--- config.mk ---
export PLATFORM = sky130hd
export DESIGN_NAME = m3inv_ctrl
export DESIGN_NICKNAME = d
export VERILOG_FILES = /design/src/rtl/core/m3inv_pkg.sv /design/src/rtl/core/m3inv_ctrl.sv
export SDC_FILE = /design/constraint.sdc
export NUM_CORES = 1
export LEC_CHECK = 0
export CORE_MARGIN = 1
export CORE_UTILIZATION = 45
export DETAILED_ROUTE_END_ITERATION = 10
export DONT_BUFFER_PORTS = 1
export GPL_TIMING_DRIVEN = 0
export PLACE_DENSITY = 0.58
export SETUP_SLACK_MARGIN = 0.1
export SLEW_MARGIN = 20
export SYNTH_ARGS = -nofsm -noshare
export SYNTH_HDL_FRONTEND = slang
export SYNTH_SLANG_ARGS = --single-unit
--- constraint.sdc ---
create_clock -name clk -period 2.5 [get_ports clk]
set_input_delay 0.125 -clock clk [delete_from_list [all_inputs] [get_ports clk]]
set_output_delay 0.125 -clock clk [all_outputs]
set_load 0.05 [all_outputs]
--- src/rtl/core/m3inv_pkg.sv ---
// Types, constants and tables shared by the 3x3 matrix inverse block.
`timescale 1ns / 1ps
`default_nettype none

package m3inv_pkg;

    // Stored matrix geometry
    localparam int STORE_DEPTH = 9;
    localparam int IDX_W = 4;
    localparam int VALUE_W = 32;
    localparam logic [1:0] MAX_INDEX = 2'd2;
    localparam logic [IDX_W-1:0] LAST_ITEM = 4'd8;

    // Input transfer payload
    typedef struct packed {
        logic [1:0] row;
        logic [1:0] col;
        logic signed [VALUE_W-1:0] value;
        logic last_element;
    } elem_item_t;

    // Result transfer payload
    typedef struct packed {
        logic [1:0] out_row;
        logic [1:0] out_col;
        logic signed [VALUE_W-1:0] out_value;
        logic singular;
        logic saturated;
        logic last_result;
    } inv_item_t;

    // Controller states
    typedef enum logic [2:0] {
        ST_IDLE,
        ST_COF,
        ST_DET,
        ST_PREP,
        ST_DIV_LOAD,
        ST_DIV_RUN,
        ST_DIV_OUT
    } state_t;

    // Second multiplier operand source
    typedef enum logic [1:0] {
        B_ELEM,
        B_COF_LO,
        B_COF_HI
    } b_src_t;

    // Accumulator operation
    typedef enum logic [1:0] {
        ACC_LOAD,
        ACC_ADD,
        ACC_SUB
    } acc_op_t;

    // Multiply-accumulate command, carried down the MAC pipeline
    typedef struct packed {
        logic mul_en;
        logic [IDX_W-1:0] a_idx;
        logic [IDX_W-1:0] b_idx;
        b_src_t b_src;
        acc_op_t acc_op;
        logic acc_shift;
        logic wr_cof;
        logic [IDX_W-1:0] cof_idx;
    } mul_cmd_t;

    // Controller to datapath
    typedef struct packed {
        logic accept_en;
        mul_cmd_t mul;
        logic det_prep;
        logic div_load;
        logic div_step;
        logic out_load;
        logic [IDX_W-1:0] item_idx;
    } dp_cmd_t;

    // Datapath to controller
    typedef struct packed {
        logic start;
        logic singular;
        logic out_free;
    } dp_status_t;

    // Element indexes of the two products of one cofactor: P = p_a*p_b, Q = q_a*q_b
    typedef struct packed {
        logic [IDX_W-1:0] p_a;
        logic [IDX_W-1:0] p_b;
        logic [IDX_W-1:0] q_a;
        logic [IDX_W-1:0] q_b;
    } cof_ops_t;

    localparam cof_ops_t COF_OPS [STORE_DEPTH] = '{
        '{4'd4, 4'd8, 4'd5, 4'd7},
        '{4'd5, 4'd6, 4'd3, 4'd8},
        '{4'd3, 4'd7, 4'd4, 4'd6},
        '{4'd7, 4'd2, 4'd8, 4'd1},
        '{4'd8, 4'd0, 4'd6, 4'd2},
        '{4'd6, 4'd1, 4'd7, 4'd0},
        '{4'd1, 4'd5, 4'd2, 4'd4},
        '{4'd2, 4'd3, 4'd0, 4'd5},
        '{4'd0, 4'd4, 4'd1, 4'd3}
    };

    // Transposed cofactor feeding each result, and the result position
    localparam logic [IDX_W-1:0] NUM_IDX [STORE_DEPTH] = '{
        4'd0, 4'd3, 4'd6, 4'd1, 4'd4, 4'd7, 4'd2, 4'd5, 4'd8
    };
    localparam logic [1:0] OUT_ROW [STORE_DEPTH] = '{
        2'd0, 2'd0, 2'd0, 2'd1, 2'd1, 2'd1, 2'd2, 2'd2, 2'd2
    };
    localparam logic [1:0] OUT_COL [STORE_DEPTH] = '{
        2'd0, 2'd1, 2'd2, 2'd0, 2'd1, 2'd2, 2'd0, 2'd1, 2'd2
    };

    // Row-major element index
    function automatic logic [IDX_W-1:0] elem_index(input logic [1:0] r, input logic [1:0] c);
        return IDX_W'({r, 1'b0}) + IDX_W'(r) + IDX_W'(c);
    endfunction

endpackage

`default_nettype wire

--- src/rtl/core/m3inv_ctrl.sv ---
// Sequencer for loading, cofactor/determinant MAC steps and the shared divider.
`timescale 1ns / 1ps
`default_nettype none

module m3inv_ctrl #(
    parameter int FRAC_BITS = 16,
    parameter int ELEMENT_WIDTH = 32
) (
    input  logic                   clk,
    input  logic                   rst_n,
    output m3inv_pkg::dp_cmd_t     cmd,
    input  m3inv_pkg::dp_status_t  status
);

    localparam int NMW = 2 * ELEMENT_WIDTH + 2 * FRAC_BITS;
    localparam int BCW = $clog2(NMW);
    localparam logic [4:0] COF_LAST_MUL = 5'd17;
    localparam logic [4:0] COF_LAST_STEP = 5'd19;
    localparam logic [4:0] DET_LAST_MUL = 5'd5;
    localparam logic [4:0] DET_LAST_STEP = 5'd7;

    m3inv_pkg::state_t state_reg, state_next;
    logic [4:0] step_reg, step_next;
    logic [m3inv_pkg::IDX_W-1:0] item_reg, item_next;
    logic [BCW-1:0] bit_reg, bit_next;

    m3inv_pkg::cof_ops_t ops;
    logic [m3inv_pkg::IDX_W-1:0] cof_k;

    assign cof_k = step_reg[4:1];
    assign ops = m3inv_pkg::COF_OPS[cof_k];

    // State and counters
    always_ff @(posedge clk or negedge rst_n)
    begin
        if (!rst_n)
        begin
            state_reg <= m3inv_pkg::ST_IDLE;
            step_reg  <= '0;
            item_reg  <= '0;
            bit_reg   <= '0;
        end
        else
        begin
            state_reg <= state_next;
            step_reg  <= step_next;
            item_reg  <= item_next;
            bit_reg   <= bit_next;
        end
    end

    // Next state and commands
    always_comb
    begin
        state_next = state_reg;
        step_next  = step_reg;
        item_next  = item_reg;
        bit_next   = bit_reg;
        cmd        = '0;
        cmd.item_idx = item_reg;

        case (state_reg)
            m3inv_pkg::ST_IDLE:
            begin
                cmd.accept_en = 1'b1;
                if (status.start)
                begin
                    state_next = m3inv_pkg::ST_COF;
                    step_next  = '0;
                end
            end

            // Two products per cofactor, then let the MAC pipeline drain
            m3inv_pkg::ST_COF:
            begin
                if (step_reg <= COF_LAST_MUL)
                begin
                    cmd.mul.mul_en  = 1'b1;
                    cmd.mul.b_src   = m3inv_pkg::B_ELEM;
                    cmd.mul.cof_idx = cof_k;
                    if (!step_reg[0])
                    begin
                        cmd.mul.a_idx  = ops.p_a;
                        cmd.mul.b_idx  = ops.p_b;
                        cmd.mul.acc_op = m3inv_pkg::ACC_LOAD;
                    end
                    else
                    begin
                        cmd.mul.a_idx  = ops.q_a;
                        cmd.mul.b_idx  = ops.q_b;
                        cmd.mul.acc_op = m3inv_pkg::ACC_SUB;
                        cmd.mul.wr_cof = 1'b1;
                    end
                end
                if (step_reg == COF_LAST_STEP)
                begin
                    state_next = m3inv_pkg::ST_DET;
                    step_next  = '0;
                end
                else
                begin
                    step_next = step_reg + 5'd1;
                end
            end

            // Expand along row 0, cofactor low half then high half
            m3inv_pkg::ST_DET:
            begin
                if (step_reg <= DET_LAST_MUL)
                begin
                    cmd.mul.mul_en    = 1'b1;
                    cmd.mul.a_idx     = {2'b00, step_reg[2:1]};
                    cmd.mul.b_idx     = {2'b00, step_reg[2:1]};
                    cmd.mul.b_src     = step_reg[0] ? m3inv_pkg::B_COF_HI : m3inv_pkg::B_COF_LO;
                    cmd.mul.acc_op    = (step_reg == '0) ? m3inv_pkg::ACC_LOAD
                                                         : m3inv_pkg::ACC_ADD;
                    cmd.mul.acc_shift = step_reg[0];
                end
                if (step_reg == DET_LAST_STEP)
                begin
                    state_next = m3inv_pkg::ST_PREP;
                end
                else
                begin
                    step_next = step_reg + 5'd1;
                end
            end

            m3inv_pkg::ST_PREP:
            begin
                cmd.det_prep = 1'b1;
                item_next    = '0;
                state_next   = m3inv_pkg::ST_DIV_LOAD;
            end

            m3inv_pkg::ST_DIV_LOAD:
            begin
                cmd.div_load = 1'b1;
                bit_next     = BCW'(NMW - 1);
                state_next   = status.singular ? m3inv_pkg::ST_DIV_OUT : m3inv_pkg::ST_DIV_RUN;
            end

            // One quotient bit per cycle
            m3inv_pkg::ST_DIV_RUN:
            begin
                cmd.div_step = 1'b1;
                if (bit_reg == '0)
                begin
                    state_next = m3inv_pkg::ST_DIV_OUT;
                end
                else
                begin
                    bit_next = bit_reg - BCW'(1);
                end
            end

            // Hand the result to the output register once it is free
            m3inv_pkg::ST_DIV_OUT:
            begin
                if (status.out_free)
                begin
                    cmd.out_load = 1'b1;
                    if (item_reg == m3inv_pkg::LAST_ITEM)
                    begin
                        state_next = m3inv_pkg::ST_IDLE;
                    end
                    else
                    begin
                        item_next  = item_reg + 4'd1;
                        state_next = m3inv_pkg::ST_DIV_LOAD;
                    end
                end
            end

            default:
            begin
                state_next = m3inv_pkg::ST_IDLE;
            end
        endcase
    end

endmodule

`default_nettype wire

Yosys cells after proc, flatten, opt, wreduce, memory -nomap -nowiden
Memory sizes are Yosys's and may differ from the RTL's.
Cells that the tools add are included.
Widths: inputs -> output; s select.
{"block": "totals", "input_bits": 5, "romBits": 256, "n_memories": 1, "word_cells": 75, "reg_bits": 19}
{"block": "op_classes", "n_eq_ne": 17, "n_reduce_logical": 10, "addsub": 3, "n_mux": 36, "bitwise": 1, "magnitude_cmp": 3}
{"memory": "(name not given)", "depth": 16, "width": 16, "rd": 1, "rd_ports_with_merged_regs": 0, "write_ports": 0, "line": "m3inv_ctrl.sv:31", "rtl": "assign ops = m3inv_pkg::COF_OPS[cof_k];"}
{"op": "$mux 16", "n": 2}
{"op": "$pmux 13 s2", "n": 1}
{"op": "$mux 5", "n": 5}
{"op": "$pmux 3 s7", "n": 1}
{"op": "$mux 3", "n": 6}
{"op": "$ne 2x2->1 const B", "n": 8}
{"op": "$pmux 5 s3", "n": 1}
{"op": "$mux 14", "n": 1}
{"op": "$pmux 7 s2", "n": 1}
{"op": "$mux 13", "n": 1}
{"op": "$eq 3x3->1 const B", "n": 3}
{"op": "$mux 1", "n": 9}
{"op": "$mux 4", "n": 2}
{"op": "$mux 8", "n": 1}
{"op": "$pmux 4 s2", "n": 1}
{"op": "$logic_not 7->1", "n": 1}
{"op": "$mux 7", "n": 1}
{"op": "$sub 7x1->7 const B", "n": 1}
{"op": "$eq 3x2->1 const B", "n": 2}
{"op": "$mux 2", "n": 3}
{"op": "$reduce_and 3->1", "n": 2}
{"op": "$add 5x1->5 const B", "n": 1}
{"op": "$eq 5x3->1 const B", "n": 1}
{"op": "$eq 5x5->1 const B", "n": 1}
{"op": "13 further kinds", "n": 14}

Logic depth before layout (Yosys ltp)
Gate-level depths: netlist of the first run.
{"block": "logic_depth", "depth_word": 7, "mapped_depth": 8, "ltp_nobuf": 6}

Least setup slack after synthesis of the first run
No wires, ideal clock.
{"block": "synth_path", "kind": "reg2out", "from": "register step_reg[1]", "to": "output cmd[21] (netlist name)", "path_stages_with_launch": 7, "t_required_ps": 2375, "slack_ps": -260, "arrival_ps": 2635, "path_cell_list": "dfrtp_1 clkbuf_1 inv_1 ha_1 nor2b_1 a21oi_1 nor4_1"}
{"item": "from (decl)", "line": "m3inv_ctrl.sv:23", "rtl": "logic [4:0] step_reg, step_next;"}
{"item": "from (signal assigned)", "line": "m3inv_ctrl.sv:46", "rtl": "step_reg <= step_next;"}
{"item": "to (decl)", "line": "m3inv_ctrl.sv:11", "rtl": "output m3inv_pkg::dp_cmd_t cmd,"}

==> results.json, run 1 <==
{
  "grt_pass1_vias": 1594,
  "ff2ff_setup_slack_ns": 0.28,
  "hold_path.class": "input pin to register",
  "clock_power_share_pct": 7.7,
  "numCtsBuffers": 3,
  "run_status": "finished, final reports clean",
  "drive_gt1_share_pct": 26.64,
  "worstSetupPathType": "register to output port",
  "area_growth_syn_to_layout_pct": 21.70,
  "antennaDiodeCount": 0,
  "clkTransAtPathRegs_ns": 0.07,
  "synth_compound_area_share_pct": 25.38,
  "clock-sinks": 19,
  "grt_pass1_wl_um": 7279,
  "worstSkewPairLatency_ns": 0.25,
  "final_hold_viol_count": 0,
  "antenna_found_initial": 0,
  "die_x_um": 64.10,
  "vias": 1639,
  "muxShareOfSynthArea_pct": 1.226,
  "fmax_mhz": 429.4,
  "fin_cells": 277,
  "avgRoutedWirePerCell_um": 15.56,
  "syn_inst": 212,
  "ys_types": 51,
  "worst_ep_arrival_time_ns": 2.20,
  "ys_async_sr_fraction_pct": 100.0,
  "period_minus_slack_ns": 2.329,
  "seq_power_share_pct": 19.0,
  "syn_area_um2": 1735,
  "crit_fanout": 10,
  "postRouteAntennaNets": 0,
  "worstSetupStartpoint": "step_reg[1]$_DFFE_PN0P_",
  "rows": 22,
  "die_area_um2": 4109,
  "synthXorXnorAreaFrac_pct": 2.019,
  "grt_usage_pct": 22.18,
  "cts_tree": "done",
  "synth_top_family_by_area": "simple AND/OR/NAND/NOR gates",
  "die_h_um": 64.10,
  "final_nets": 249,
  "synthFlopType": "dfrtp_1",
  "start_util_pct": 47.05,
  "synth_fp_nets": 231,
  "firstDrtPassIters": 4,
  "rsz0062_at_grt": "no",
  "avgSynthCellArea_um2": 8.186,
  "tightest_slew_ns": 1.003,
  "critPathCaptureType": "output port",
  "power.switching_mw": 1.593,
  "gp_congestion": 0.8051,
  "ios": 33,
  "combPwrFrac_pct": 73.3,
  "switching_share_pct": 56.47,
  "vdd_drop_max_v": 0.0006313,
  "largest_reg_flops": 7,
  "place_hpwl_um": 3070,
  "hp-start": "status[0]",
  "portBuffers": 0,
  "synth-edff-count": 0,
  "leakagePower_nw": 0.8698,
  "fin_worst_skew_ns": 0.001788,
  "vias_per_cell": 5.917,
  "max_slew_margin_pct": 32.86,
  "synth_seq_area_share_pct": 27.40,
  "grt_max_degree": 20,
  "root_buffer": "clkbuf_8",
  "finalWirelength_um": 4310,
  "ys_ff_latch": 19,
  "core-area_um2": 3689,
  "grt-ovfl-total": 0,
  "timing.rr.start": "step_reg[1]$_DFFE_PN0P_",
  "synthAdderAreaFrac_pct": 10.09,
  "cts_buffer_depth": 2,
  "period_share_pct": 93.16,
  "h-tree-depth": 1,
  "remaining_drc_errors": 0,
  "maxSlewViolCount": 0,
  "place_inst": 262,
  "startpoint_type": "register",
  "final_area_um2": 2112,
  "powerDensity_nw_per_um2": 1336,
  "yosys_warnings": 0,
  "required_ns": 2.38,
  "drt_iter0_drc": 107,
  "p_int_mw": 1.228,
  "place_area_um2": 1844,
  "drv_cap": 0,
  "synthSimpleGateAreaFrac_pct": 27.33,
  "setup_viol": 0
}
## critical path, cell delays in order, from the launching register on
cell and delay [ns]:
dfrtp_1 0.41, buf_8 0.16, clkinvlp_4 0.14, buf_4 0.16, ha_2 0.18, a221oi_2 0.31, a211oi_2 0.07, buf_4 0.20
a22o_4 0.32
## cell usage after synthesis, types with 2 or more instances
cell,instances,share of area (%)
nor2_1,15,3.2
a221oi_1,2,1.0
nand3_1,7,2.0
nand2_1,15,3.2
nand3b_1,2,0.86
and2_1,10,3.6
or3_1,4,1.4
nor2b_1,6,2.2
a21oi_1,16,4.6
a32o_1,2,1.2
clkbuf_1,7,1.5
dfrtp_1,19,27
or2_2,2,0.72
nand2b_1,3,1.1
nor4_1,2,0.72
ha_1,14,10
a22o_1,5,2.5
a21o_1,3,1.3
inv_1,12,2.6
buf_2,4,1.2
xnor2_1,3,1.5
a211oi_1,7,3.0
o21ai_0,18,5.2
nor3_1,7,2.0
## final timing paths
kind,end,cells past startpoint
max,cmd[19],8
min,state_reg[2]$_DFFE_PN0P_,3
max reg2reg,state_reg[0]$_DFFE_PN0P_,6
min reg2reg,bit_reg[0]$_DFFE_PN0P_,1
max in group asynchronous,step_reg[2]$_DFFE_PN0P_,1
min in group asynchronous,bit_reg[2]$_DFFE_PN0P_,1
## power groups by stage
stage               combinational (mW)  clock, mW  sequential, mW
finish                            2.07      0.217           0.537
global route                      2.23      0.233           0.549
CTS                               1.94      0.218           0.546
detailed placement                1.70          0           0.555
global placement                  1.64          0           0.553
floorplan                         1.42          0           0.526
## metrics by stage
stage	utilization [%]	power [mW]	setup WS [ns]	TNS [ns]	hold WS [ns]
after floorplan	-	1.941	0.1087	0	-0.1706
after global placement	49.19	2.195	-0.2320	-1.315	-0.1700
after detailed placement	50.00	2.256	-0.2626	-1.580	-0.1701
after CTS	55.50	2.708	0.07794	0	0.08488
after global routing	57.26	3.017	0.1037	0	0.09978
final	57.26	2.821	0.1709	0	0.08340
## layout make-up
type / instances / area [µm²]
fill: 358 / 1577
clock buffer: 4 / 45.04
multi-input combinational: 167 / 1289
sequential: 19 / 476.7
timing repair buffer: 13 / 100.1
inverter: 12 / 52.55
tap: 48 / 60.06
buffer: 14 / 88.84
## cell usage in the layout, fill, tap and decap left out, types with 2 or more instances in the layout
cell        netlist  routed
clkbuf_1          7       5
inv_1            12      10
nand3b_1          2       2
buf_2             4       3
nor3_2            0       2
buf_6             1       2
clkbuf_2          0       2
a211oi_2          0       2
a21oi_1          16      16
nor2b_1           6       6
ha_1             14      12
a21o_1            3       3
o21ai_0          18      17
nor4_4            1       2
and2_4            0       9
a22o_1            5       2
or3_1             4       4
dfrtp_1          19      18
nand3_1           7       7
a211oi_1          7       4
buf_4             1      13
nor2_1           15      14
clkinvlp_4        0       2
ha_2              0       2
nor3_1            7       5
a32o_1            2       2
xnor2_1           3       3
a22o_4            0       3
nand2b_1          3       3
clkbuf_8          0       3
nand2_1          15      14
## per-layer routing
layer	wire, µm	global-route usage (%)
met1	2015	29.96
met2	1987	35.37
met3	279	6.607
met4	27	3.889
met5	0	0
## logic make-up (layout without fill, tap and decap cells)
kind of cell	after synthesis	count (layout)
muxes	2	2
buffers and inverters	26	43
AOI/OAI and AO/OA	64	64
adders and majority gates	14	14
xor gates and xnor gates	4	4
and+or+nand+nor	83	83
DFF	19	19
## what timing repair did
action,in CTS,in global routing
setup buffers,5,5
hold buffers,1,0
pin swaps,1,2
endpoints found under the hold margin,19,0
gates resized for setup,41,11
setup endpoints to repair,19,18
gates cloned,0,0
(Power assumes the default switching activity.)
==> run 2: changes to the inputs <==
--- a/config.mk
+++ b/config.mk
@@ -5,6 +5,7 @@
 export SDC_FILE = /design/constraint.sdc
 export NUM_CORES = 1
 export LEC_CHECK = 0
+export ABC_AREA = 1
 export CORE_MARGIN = 1
 export CORE_UTILIZATION = 45
 export DETAILED_ROUTE_END_ITERATION = 10
==> run 2 against run 1 <==
Critical path depth shrank 3. Combinational power is 9% lower. Wire length is 3.0% higher. Via count increased by 7.0%. First-iteration DRC count up 17%. Synthesized cell count is 29% higher. Register-to-register slack better by 0.54 ns. Sequential share of layout area shrank 0.15 points. Synthesized area increased by 3.6%. Power is 7.4% lower. Clock power increased by 2%. Highest routed layer unchanged.
==> results.json, run 2 <==
{
  "run_status": "finished, final reports clean",
  "critPathCaptureType": "output port",
  "place_area_um2": 1868,
  "ys_async_sr_fraction_pct": 100.0,
  "switching_share_pct": 61.52,
  "vias": 1754,
  "synth_fp_nets": 292,
  "cts_buffer_depth": 2,
  "rows": 22,
  "avgSynthCellArea_um2": 6.586,
  "max_slew_margin_pct": 40.85,
  "numCtsBuffers": 3,
  "clock-sinks": 19,
  "firstDrtPassIters": 4,
  "p_int_mw": 1.006,
  "utilization_pct": 56.78,
  "fin_tns_setup_ns": 0,
  "grt-ovfl-total": 0,
  "synth_top_cell_area_share_pct": 26.44,
  "h-tree-depth": 1,
  "final_area_um2": 2126,
  "fin_worst_skew_ns": 0.006330,
  "antennaDiodeCount": 0,
  "portBuffers": 0,
  "die_area_um2": 4252,
  "clock_power_share_pct": 8.5,
  "ys_top_cells_by_count": "nand2_1 (69), inv_1 (33), nor2_1 (33)",
  "yosys-top-cells-area": "dfrtp_1 (26%), nand2_1 (14%), ha_1 (9.7%), nand3_1 (7.8%), inv_1 (6.9%)",
  "synth-edff-count": 0,
  "die_x_um": 65.21,
  "place_inst": 321,
  "fmax_mhz": 439.0,
  "area_growth_syn_to_layout_pct": 18.23,
  "grt_pass1_vias": 1559,
  "hold_slack_ns": 0.1067,
  "hold_path.class": "input pin to register",
  "maxSlewViolCount": 0,
  "cts_tree": "done",
  "power.switching_mw": 1.607,
  "avgRoutedWirePerCell_um": 13.33,
  "final_hold_viol_count": 0,
  "crit_fanout": 10,
  "period_share_pct": 91.12,
  "place_hpwl_um": 3165,
  "final_nets": 305,
  "ios": 33,
  "yosysMostFrequentCell": "nand2_1",
  "fin_cells": 333,
  "remaining_drc_errors": 0,
  "core-area_um2": 3744,
  "drv_cap": 0,
  "required_ns": 2.38,
  "grt_max_degree": 20,
  "synth_seq_area_share_pct": 26.44,
  "fillers": 376,
  "vias_per_cell": 5.267,
  "clkTransAtPathRegs_ns": 0.07,
  "syn_inst": 273,
  "start_util_pct": 48.03,
  "syn_area_um2": 1798,
  "rsz0062_at_grt": "no",
  "yosys_warnings": 0,
  "worstSkewPairLatency_ns": 0.26,
  "period_minus_slack_ns": 2.278,
  "finalWirelength_um": 4440,
  "startpoint_type": "register",
  "largest_reg_flops": 7,
  "powerDensity_nw_per_um2": 1229,
  "synthFlopType": "dfrtp_1",
  "tightest_slew_ns": 0.8844,
  "setup_viol": 0,
  "vdd_drop_max_v": 0.0007788,
  "drt_iter0_drc": 125,
  "ys_ff_latch": 19,
  "seq_power_share_pct": 19.5,
  "combPwrFrac_pct": 72.0,
  "worstSetupPathType": "register to output port",
  "final_cell_mix": "nand2_1 (68), inv_1 (32), nand3_1 (27)",
  "final_common_cell": "nand2_1",
  "worst_ep_arrival_time_ns": 2.15,
  "grt_pass1_wl_um": 7272,
  "finalPower_mw": 2.613,
  "dpl_worst_slack_ns": -0.3154,
  "synth_top_area_cell": "dfrtp_1",
  "root_buffer": "clkbuf_8",
  "postRouteAntennaNets": 0,
  "grt_usage_pct": 21.82,
  "fin_ws_ns": 0.2221,
  "drive_gt1_share_pct": 21.75,
  "ys_types": 31,
  "antenna_found_initial": 0,
  "die_h_um": 65.21,
  "leakagePower_nw": 1.032,
  "gp_congestion": 0.8917
}
==> run 2: changes by cell type after synthesis, moves of 10 or more <==
cell | before | now
nand2_1 | 15 | 69
nand3_1 | 7 | 28
and2_1 | 10 | 0
inv_1 | 12 | 33
nor2_1 | 15 | 33
==> run 2: routing by layer <==
metal	part of all wire [%]	track usage, %	vias up
met5	0	0	-
met4	0.72	5.978	0
met1	49	33.26	804
met3	7.4	4.514	4
met2	43	30.41	45
li1	-	-	901
==> run 2: timing repair <==
item | in CTS | in global routing
cloned | 0 | 1
endpoints found under the setup margin | 18 | 17
pin swaps | 0 | 1
setup buffers | 0 | 6
endpoints found under the hold margin | 19 | 0
hold buffers | 1 | 0
resized for setup | 24 | 13
==> run 2: layout make-up <==
class,count,area (µm²),share of cell area [%]
Multi-Input combinational cell,209,1289,60.62
Sequential cell,19,476.7,22.42
Inverter,36,141.4,6.651
Tap cell,48,60.06,2.825
Timing Repair Buffer,7,55.05,2.590
Buffer,9,52.55,2.472
Clock buffer,3,41.29,1.942
Clock inverter,1,5.005,0.2354
Timing Repair inverter,1,5.005,0.2354
==> run 2: kinds of logic after synthesis <==
kind of cell / Yosys count / synth area share (%)
and+or+nand+nor: 152 / 39.11
buffers and inverters: 45 / 10.58
AOI/OAI and AO/OA: 40 / 12.67
DFF: 19 / 26.44
adders and majority gates: 14 / 9.743
xor gates and xnor gates: 3 / 1.462
==> run 2: worst paths after layout <==
path,from,endpoint,slack [ns],cells past startpoint
setup / recovery,step_reg[0]$_DFFE_PN0P_,cmd[21],0.22,5
hold / removal,status[0],state_reg[1]$_DFFE_PN0P_,0.11,5
setup reg to reg,item_reg[0]$_DFFE_PN0P_,item_reg[2]$_DFFE_PN0P_,0.82,7
hold reg to reg,bit_reg[4]$_DFFE_PN0P_,bit_reg[4]$_DFFE_PN0P_,0.55,2
max in group asynchronous,rst_n,step_reg[1]$_DFFE_PN0P_,1.47,1
min in group asynchronous,rst_n,bit_reg[3]$_DFFE_PN0P_,0.42,1
==> run 2: power by group through the flow <==
stage	sequential, mW	combinational [mW]	clock [mW]
floorplan	0.497	1.35	0
global placement	0.524	1.59	0
global route	0.523	2.07	0.244
detailed placement	0.528	1.59	0
CTS	0.523	1.71	0.232
finish	0.510	1.88	0.222
==> run 2: critical path, cell delays in order, from the launching register on <==
cell and delay, ns:
dfrtp_1 0.40, buf_2 0.21, inv_1 0.17, buf_2 0.33, a21oi_1 0.10, nor3_2 0.67
